===== src/rtl/core/sltr_pkg.sv =====
`timescale 1ns / 1ps
// shared types and constants of the sta/lta trigger ratio core
package sltr_pkg;

	// width of the running sums of squares, they wrap modulo 2^SUM_W
	localparam int SUM_W     = 59;
	// fraction bits of the ratio and quotient width of the divider
	localparam int FRAC_BITS = 16;
	localparam int Q_BITS    = 29;
	localparam int QCNT_W    = $clog2(Q_BITS);
	// saturation value of the ratio, 4096.0 in Q13.16
	localparam logic [Q_BITS-1:0] RATIO_CAP = Q_BITS'(32'h1000_0000);
	// operand width of the shared multiplier
	localparam int MUL_W     = 32;

	// configuration port
	localparam int CFG_W     = 13;
	localparam int CFG_IDX_W = 2;
	localparam logic [CFG_IDX_W-1:0] REG_STA_LEN = 2'd0;
	localparam logic [CFG_IDX_W-1:0] REG_LTA_LEN = 2'd1;
	localparam logic [CFG_W-1:0] STA_RESET = 13'd50;
	localparam logic [CFG_W-1:0] LTA_RESET = 13'd1000;

	typedef enum logic [3:0] {
		ST_IDLE,
		ST_RD_S,
		ST_RD_L,
		ST_SUB_S,
		ST_SUB_L,
		ST_MUL_SL,
		ST_MUL_SH,
		ST_MUL_LL,
		ST_MUL_LH,
		ST_DEN,
		ST_DIV_GO,
		ST_DIV_WAIT,
		ST_FINISH
	} state_t;

	typedef struct packed {
		logic busy;
		logic done;
	} div_stat_t;

endpackage


===== src/rtl/core/sltr_mul.sv =====
`timescale 1ns / 1ps
// shared unsigned multiplier with registered product
module sltr_mul (
	input  logic                         clk,
	input  logic [sltr_pkg::MUL_W-1:0]   a,
	input  logic [sltr_pkg::MUL_W-1:0]   b,
	output logic [2*sltr_pkg::MUL_W-1:0] p
);

	logic [2*sltr_pkg::MUL_W-1:0] p_q;

	always_ff @(posedge clk) begin
		p_q <= a * b;
	end

	assign p = p_q;

endmodule


===== config.mk =====
export PLATFORM = sky130hd
export DESIGN_NAME = sltr_mul
export DESIGN_NICKNAME = d
export VERILOG_FILES = /design/src/rtl/core/sltr_pkg.sv /design/src/rtl/core/sltr_mul.sv
export SDC_FILE = /design/constraint.sdc
export NUM_CORES = 2
export LEC_CHECK = 0
export ABC_AREA = 1
export BUFFER_PORTS_ARGS = -buffer_cell sky130_fd_sc_hd__buf_2
export CAP_MARGIN = 20
export CORE_AREA = 2 2 247 347
export DETAILED_ROUTE_END_ITERATION = 6
export DIE_AREA = 0 0 249 349
export GPL_TIMING_DRIVEN = 1
export HOLD_SLACK_MARGIN = 0.1
export PLACE_DENSITY = 0.7
export SETUP_SLACK_MARGIN = 0.15
export SYNTH_ARGS = -nofsm -noshare
export SYNTH_HDL_FRONTEND = slang
export SYNTH_SLANG_ARGS = --single-unit

===== constraint.sdc =====
create_clock -name clk -period 6.95 [get_ports clk]
set_input_delay 0.3475 -clock clk [delete_from_list [all_inputs] [get_ports clk]]
set_output_delay 0.3475 -clock clk [all_outputs]
set_load 0.03 [all_outputs]

==> metrics.csv <==
stage,metric,value,unit
timing,finalCritPeriodShare,95.28,%
routing,drtAntennaViolNets,0,
floorplanning,die-width,249,microns
critical_path,worst-path-buf-inv,6,
routing,first_iter_violations,1746,
clocking,cts_buffers,9,
hold_path,hp-class,in2reg,
final_layout,largest_reg_flops,64,
yosys,synth.yosys.warnings,0,
flow_run,max_cap_viol_count,0,
timing,slew_headroom,52.49,%
grt,antenna_found_initial,6,
floorplanning,ios,129,
critical_path,critical_path.top_delay_family,adder cells,
clocking,cts_sinks,64,
routing,wl_per_cell,16.59,microns
yosys,syn_area,37400,sq um
timing,final-max-slew-violation-count,0,
final_layout,drive_gt1_share,6.716,%
timing,rsz0062_at_grt,yes,
yosys,avgSynthCellArea,7.446,sq um
grt,grt_pass1_vias,32886,
yosys,ys_types,23,
critical_path,crit_chain,buf_2 > nand2_1 > inv_1 > fa_1 > inv_1 > fa_1 > fa_1 > fa_1 > inv_1 > fa_1 > fa_1 > fa_1 > fa_1 > ha_1 > nand2_1 > buf_4 > nor2_1 > nand2_1 > inv_1 > a21oi_1 > nand2_1 > nand2_1 > nand3_1 > nand2_1,
routing,drt_first_pass_iters,7,
clocking,clockBufferDepth,2,
routing,route.detailed.drc,0,
hold_path,hold_depth,3,
critical_path,cp_data_arrival_time,6870,ps
yosys,synth_nets,6247,
yosys,synthCells,5023,
floorplanning,die_h,349,microns
floorplanning,die_area,86900,sq um
yosys,yosysTopAreaCell,fa_1,
placement,post-dp-hpwl,90710,microns
floorplanning,coreArea,83710,sq um
final_layout,num-nets-final,6326,
grt,grt_max_degree,33,
critical_path,cpMostUsedCell,fa_1,
yosys,synth_top_area_share,47.96,%
timing,hold_violations,0,
clocking,cts_tree,done,
clocking,ctsHoldBuffers,0,
placement,portBuffers,128,
yosys,synth-seq-cells,64,
floorplanning,start_util,44.68,%
critical_path,end_kind,register,
critical_path,worstSetupPathType,in2reg,
yosys,yosysSeqAreaShare,3.426,%
grt,globalRouteTotalUtil,24.85,%
final_layout,finalCoreUtilization,47.96,%
timing,worst_pin_slew,712.7,ps
critical_path,slowest_stage,fa_1,
routing,routed_via_density,4.862,
routing,num_vias,30142,
timing,period_minus_slack,6622,ps
floorplanning,rows,126,
routing,wirelength,102800,microns
placement,gp_congestion,0.9374,
final_layout,area_delta_synth_final,7.340,%
clocking,clockRootBuffer,clkbuf_16,
critical_path,setup.worst_path.start_class,input pin,
timing,setup_violations,0,
clocking,cts_max_level,3,
hold_path,min_from,b[0],
hold_path,worstHoldEndpoint,p[0],
grt,overflow,0,
grt,grt_pass1_wl,169400,microns
critical_path,cpPeakStageDelay,640,ps
status,outcome,"complete, no violations",
critical_path,crit_fanout,21,
yosys,synth_area_leaders,"fa_1, inv_1, nand2_1",
timing,fmax,151.0,MHz
clocking,post_cts_buffers,0,
critical_path,cp.required,7200,ps
clocking,path_clk_slew,60,ps
through the flow:
step / TNS [ps] / instance area, sq um / setup WS, ps / hold WS, ps / instances
after global placement: -527.1 / 39720 / -111.6 / 782.1 / 6179
after floorplan: 0 / 37400 / 788.1 / 445.1 / 5023
after CTS: 0 / 40050 / 260.2 / 524.4 / 6195
final: 0 / 40150 / 328.1 / 543.5 / 6199
after detailed placement: -441.0 / 39720 / -103.2 / 782.0 / 6179
after global routing: 0 / 40140 / 126.5 / 619.5 / 6198
worst max-delay path by stage:
stage          startpoint     to  slack (ps)  cells after the start
2_1_floorplan       a[25]  p[60]         790                     26
3_3_place_gp        a[11]  p[29]        -110                     23
3_5_place_dp        a[11]  p[29]        -100                     23
4_1_cts              a[7]  p[63]         260                     23
5_1_grt              b[8]  p[56]         130                     27
6_report             b[2]  p[45]         330                     24
area by class of cell:
cell class                 instances  area, sq um
multi-input combinational       3032        28900
inverter                        1735         6513
timing repair buffer             260         1754
fill                            8190        43570
tap                             1088         1361
clock inverter                     7        102.6
sequential                        64         1281
clock buffer                       9        225.2
antenna                            4        10.01
tightest hold or removal path, cell delays in order:
cell and delay (ps):
buf_2 330, nand2_1 160, inv_1 30
cell usage after synthesis, drive strengths merged:
master  instances
nor2          101
o21bai         12
clkbuf        192
inv          1735
o21ai           2
dfxtp          64
nand2        1581
xnor2           2
xor2           33
nor3           18
nand3          65
a21oi          43
ha            263
nand4          16
fa            896
placed cells by master, fill, tap and decap left out, drive strengths merged:
cell type,count
xnor2,2
o21ai,2
nand4,16
nand2,1581
clkbuf,35
bufinv,2
clkinvlp,1
nor2,101
dfxtp,64
a21oi,43
buf,234
nor3,18
nand3,65
clkinv,2
xor2,33
o21bai,12
inv,1737
ha,263
diode,4
fa,896
kinds of logic (layout without fill, tap and decap cells):
logic type | Yosys count | in the layout | share of synthesized area (%)
flip-flops | 64 | 64 | 3.426
XOR/XNOR | 35 | 35 | 0.8196
AO/OA/AOI/OAI | 57 | 57 | 0.8531
AND/OR/NAND/NOR | 1781 | 1781 | 18.80
buffers and inverters | 1927 | 2011 | 19.34
other | 0 | 4 | 0
adder cells (fa/ha/maj) | 1159 | 1159 | 56.76
metal layers:
metal / global-route usage, % / routed length [microns]
met1: 29.57 / 39020
met2: 45.21 / 52920
met3: 2.287 / 5550
met4: 11.80 / 5329
met5: 0 / 0
repair_timing:
action / 4_1_cts / 5_1_grt
endpoints found under the hold margin: 0 / 0
setup endpoints to repair: 0 / 31
resized for setup: 0 / 35
Power is left out: the tool's default activity adds up to more than one toggle a clock period on the data nets, which glitch-free logic cannot reach.
