===== src/rtl/core/sltr_pkg.sv =====
`timescale 1ns / 1ps
// shared types and constants of the sta/lta trigger ratio core
package sltr_pkg;

	// width of the running sums of squares, they wrap modulo 2^SUM_W
	localparam int SUM_W     = 59;
	// fraction bits of the ratio and quotient width of the divider
	localparam int FRAC_BITS = 16;
	localparam int Q_BITS    = 29;
	localparam int QCNT_W    = $clog2(Q_BITS);
	// saturation value of the ratio, 4096.0 in Q13.16
	localparam logic [Q_BITS-1:0] RATIO_CAP = Q_BITS'(32'h1000_0000);
	// operand width of the shared multiplier
	localparam int MUL_W     = 32;

	// configuration port
	localparam int CFG_W     = 13;
	localparam int CFG_IDX_W = 2;
	localparam logic [CFG_IDX_W-1:0] REG_STA_LEN = 2'd0;
	localparam logic [CFG_IDX_W-1:0] REG_LTA_LEN = 2'd1;
	localparam logic [CFG_W-1:0] STA_RESET = 13'd50;
	localparam logic [CFG_W-1:0] LTA_RESET = 13'd1000;

	typedef enum logic [3:0] {
		ST_IDLE,
		ST_RD_S,
		ST_RD_L,
		ST_SUB_S,
		ST_SUB_L,
		ST_MUL_SL,
		ST_MUL_SH,
		ST_MUL_LL,
		ST_MUL_LH,
		ST_DEN,
		ST_DIV_GO,
		ST_DIV_WAIT,
		ST_FINISH
	} state_t;

	typedef struct packed {
		logic busy;
		logic done;
	} div_stat_t;

endpackage


===== src/rtl/core/sltr_div.sv =====
`timescale 1ns / 1ps
// iterative restoring divider, one quotient bit per cycle, saturating quotient
module sltr_div #(
	parameter int NUM_W = 88,
	parameter int DEN_W = 72
) (
	input  logic                         clk,
	input  logic                         arst_n,
	input  logic                         start,
	input  logic [NUM_W-1:0]             num,
	input  logic [DEN_W-1:0]             den,
	output sltr_pkg::div_stat_t          stat,
	output logic [sltr_pkg::Q_BITS-1:0]  quo
);

	localparam int QB = sltr_pkg::Q_BITS;

	logic [DEN_W-1:0]             r_q;
	logic [QB-1:0]                low_q;
	logic [DEN_W-1:0]             den_q;
	logic [QB-1:0]                q_q;
	logic [sltr_pkg::QCNT_W-1:0]  cnt_q;
	logic                         chk_q;
	logic                         busy_q;
	logic                         done_q;

	logic [DEN_W:0] trial;
	logic [DEN_W:0] opnd;
	logic [DEN_W:0] diff;
	logic           ge;
	logic [QB-1:0]  q_next;

	// one subtractor serves the overflow check and every restoring step
	always_comb begin
		trial  = {r_q, low_q[QB-1]};
		opnd   = chk_q ? {1'b0, r_q} : trial;
		diff   = opnd - {1'b0, den_q};
		ge     = !diff[DEN_W];
		q_next = {q_q[QB-2:0], ge};
	end

	always_ff @(posedge clk or negedge arst_n) begin
		if (!arst_n) begin
			busy_q <= 1'b0;
			done_q <= 1'b0;
			chk_q  <= 1'b0;
			cnt_q  <= '0;
		end else begin
			done_q <= 1'b0;
			if (start) begin
				busy_q <= 1'b1;
				chk_q  <= 1'b1;
				cnt_q  <= sltr_pkg::QCNT_W'(QB - 1);
			end else if (busy_q) begin
				if (chk_q) begin
					// quotient would not fit, finish at once with the cap
					if (ge) begin
						busy_q <= 1'b0;
						done_q <= 1'b1;
					end
					chk_q <= 1'b0;
				end else if (cnt_q == '0) begin
					busy_q <= 1'b0;
					done_q <= 1'b1;
				end else begin
					cnt_q <= cnt_q - 1'b1;
				end
			end
		end
	end

	always_ff @(posedge clk) begin
		if (start) begin
			r_q   <= DEN_W'(num[NUM_W-1:QB]);
			low_q <= num[QB-1:0];
			den_q <= den;
			q_q   <= '0;
		end else if (busy_q) begin
			if (chk_q) begin
				if (ge) begin
					q_q <= sltr_pkg::RATIO_CAP;
				end
			end else begin
				r_q   <= ge ? diff[DEN_W-1:0] : trial[DEN_W-1:0];
				low_q <= {low_q[QB-2:0], 1'b0};
				if (cnt_q == '0 && q_next > sltr_pkg::RATIO_CAP) begin
					q_q <= sltr_pkg::RATIO_CAP;
				end else begin
					q_q <= q_next;
				end
			end
		end
	end

	assign stat.busy = busy_q;
	assign stat.done = done_q;
	assign quo       = q_q;

endmodule


===== config.mk =====
export PLATFORM = sky130hd
export DESIGN_NAME = sltr_div
export DESIGN_NICKNAME = d
export VERILOG_FILES = /design/src/rtl/core/sltr_pkg.sv /design/src/rtl/core/sltr_div.sv
export SDC_FILE = /design/constraint.sdc
export NUM_CORES = 1
export LEC_CHECK = 0
export ABC_AREA = 1
export BUFFER_PORTS_ARGS = -buffer_cell sky130_fd_sc_hd__buf_2
export CAP_MARGIN = 20
export CORE_MARGIN = 3
export CORE_UTILIZATION = 50
export CTS_CLUSTER_DIAMETER = 60
export CTS_CLUSTER_SIZE = 16
export DETAILED_ROUTE_END_ITERATION = 7
export PLACE_DENSITY = 0.7
export SYNTH_ARGS = -nofsm -noshare
export SYNTH_HDL_FRONTEND = slang
export SYNTH_SLANG_ARGS = --single-unit

===== constraint.sdc =====
create_clock -name clk -period 3.9 [get_ports clk]
set_clock_uncertainty 0.15 [all_clocks]
set_input_delay 0 -clock clk [delete_from_list [all_inputs] [get_ports clk]]
set_output_delay 0 -clock clk [all_outputs]
set_load 0.01 [all_outputs]

==> results.md <==
- Status: finished with violations
- Failing checks: design-rule violations
- Die Width: 183 um
- Maximum Capacitance Violations: 0
- Post-route cell area: 0.0198 mm^2
- Die area: 0.0335 mm^2
- Hold path startpoint: den[13]
- Cell variety after synth: 45
- CTS tree: done
- Register bit count reported by yosys: 210
- Final hold vios: 0
- DP HPWL: 43,100 um
- TNS Setup: 0 ns
- Worst EP arrival: 3.89 ns
- Routed wire per std cell: 19.2 um
- Worst hold path type: in -> reg
- Share of layout cells above drive strength 1: 0.112
- CP required: 4.02 ns
- Top-area cell type share of the netlist area: 0.307
- Unrepaired setup endpoints after global routing: false
- Final setup viols: 0
- Largest net degree at the start of global routing: 177
- Placed Area: 0.0172 mm^2
- Vias: 16,900
- Post-Syn Area: 0.0157 mm^2
- Final Routed Wirelength: 59,600 um
- Worst VDD drop: 0.000337 V
- EDFF count, synth: 160
- Slew HR: 0.382
- Reg2reg setup slack: 0.13 ns
- Largest fanout on the critical path: 32
- Commonest non-fill, non-tap cell in the layout: nand2_1
- Nets: 2,934
- Final Critical Period: 3.77 ns
- Yosys top cell by area: edfxtp_1
- Post-Syn Instances: 2,320
- Clock buffer depth: 3
- Total power: 0.00721 W
- Initial Util: 0.510
- FF-to-FF Start: chk_q
- First-pass GRT wire length: 90,700 um
- Clock transition at the registers of the reported paths: 0.08 ns
- Latest clock arrival within the worst-skew pair: 0.52 ns
- Asr flop ratio synth: 0.0381
- Initial antenna violation count: 0
- Hold Crit Depth: 2
- Setup Crit Path Kind: reg -> reg
- Clk sinks: 210
- Final std cells w/o fill: 3,106
- Final Slew Violations: 0
- Final period util: 0.967
- Ys Warns: 0
- Avg Inst Size Synth: 6.76 um^2
- GPL Wtd Cong: 0.996
- Top post-synthesis cells by area: edfxtp_1 (31%), nand2_1 (20%), inv_1 (7.6%), ha_1 (5.8%), dfxtp_1 (5.4%)
- PwrDens: 365 mW/mm^2
- Height of the die: 183 um
- Residual DRC: 1
- Hold path endpoint: den_q[13]
- Setup WS pre-CTS: 0.101 ns
- Reg2reg path depth: 16
- Post-synth top flop: edfxtp_1
- Vias in the first global route: 16,800
- Placed cells: 2,882
- Area of the core: 0.0307 mm^2
- Tot GR Track Use: 0.345
- FF-to-FF End: r_q[47]
- Clk root buf: clkbuf_16
- TritonRoute pass-1 iters: 8
- Layout Area Growth over Synthesis: 26.1%
- Crit. End Element: flip-flop
- Fmax: 265 MHz
- Filler cells: 2,699
- IO Count: 194
- Detailed router's first-iteration violation count: 1,530
- Post-Syn Nets: 2,557
- Crit path launch type: flip-flop
- Number of H-tree levels: 1
- Via/cell ratio: 5.45
- Post-synthesis sequential area ratio: 0.373
- Rows: 64
- I/O Buffers: 193
- Num CTS Buffers: 19
- N_diodes: 0
- Worst slew pin tran: 0.926 ns
- Antenna Violating Nets Remaining: 0
- Grt ovf: 0
- Pleak: 9.23 nW
- PnR worst setup slack: 0.129 ns
- Most frequent cells in the layout: nand2_1 (834), inv_1 (315), nor2_1 (210), buf_2 (192), dlygate4sd3_1 (182)
-- area by class of cell --
cell class                      instances  area [um^2]  share of cell area
Clock buffer                           28          519              0.0263
Inverter                              320         1200              0.0608
Multi-Input combinational cell       1726         8340               0.422
Tap cell                              396          495              0.0251
Sequential cell                       210         5850               0.296
Clock inverter                          6         65.1             0.00329
Timing Repair Buffer                  420         3290               0.167
-- cell usage after synthesis, types with 2 or more instances --
cell type,n
dfrtp_1,8
clkbuf_1,43
inv_2,2
a21o_1,6
a21oi_1,138
nand2_1,835
nor4_1,5
or2_2,4
nor3_1,17
o211ai_1,9
o21a_1,3
buf_4,2
inv_1,316
buf_2,8
nand4_1,33
and2_1,2
nand3_1,131
o21ai_1,60
xnor2_1,36
buf_6,10
dfxtp_1,42
xor2_1,4
nor2_2,9
a21oi_2,2
clkinv_1,2
ha_1,73
nand3b_1,3
nor2_1,211
edfxtp_1,160
nand2_2,5
o21bai_1,18
o21ai_0,110
-- worst max path at each step --
stage	startpoint	end	slack, ns	depth (start not counted)
3_5_place_dp	chk_q	r_q[47]	0.10	15
2_1_floorplan	chk_q	r_q[30]	0.51	19
3_3_place_gp	chk_q	r_q[47]	0.13	15
4_1_cts	chk_q	r_q[47]	0.09	15
6_report	chk_q	r_q[47]	0.13	16
5_1_grt	chk_q	r_q[47]	0.002	16
-- flip-flops by register name, summed over array words and instances, names as in the netlist --
register,cells
r_q,72
quo,29
cnt_q,5
done_q,1
busy_q,1
chk_q,1
den_q,72
low_q,29
-- through the flow --
stage / hold WS (ns) / util
final: 0.0423 / 0.643
after global routing: 0.0362 / 0.643
after CTS: 0.0177 / 0.637
after detailed placement: -0.297 / 0.559
after global placement: -0.304 / 0.559
after floorplan: -0.446 / -
-- cell families after synthesis --
kind of cell | share of synthesized area
flops | 0.373
buf+inv | 0.0989
compound gates | 0.118
fa+ha+maj | 0.0596
simple gates | 0.327
xor+xnor | 0.0224
mux | 0.000639
-- routing by layer --
metal  part of all wire  wire (um)  vias up  track usage
li1                   -          -     8228            -
met1               0.42      25000     7859        0.452
met2               0.48      28600      737        0.602
met3              0.069       4120      115       0.0424
met4              0.032       1890        0       0.0972
met5                  0          0        -            0
-- power by group --
part           switching [W]  leakage [nW]  internal, W
Combinational        0.00168          6.92     0.000932
Sequential         0.0000961          2.04      0.00263
Clock               0.000876         0.279      0.00100
-- worst max-delay path, stage by stage, from the launching register on --
cell,delay [ns]
dfrtp_2,0.49
buf_4,0.19
clkbuf_16,0.21
nand2_1,0.09
o21ai_0,0.08
ha_1,0.36
nand2_1,0.16
nor2_1,0.20
inv_1,0.11
nor2_1,0.29
nand2_1,0.23
inv_1,0.11
nand3_1,0.23
nand4_1,0.25
nand3_1,0.14
nand3_1,0.13
nand2_1,0.07
-- repair_timing --
action	4_1_cts	5_1_grt
setup endpoints to repair	0	99
endpoints found under the hold margin	199	0
hold buffers	182	0
buffers inserted	0	6
gates resized for setup	0	21
Note: power is estimated with default switching activity, not from simulation.
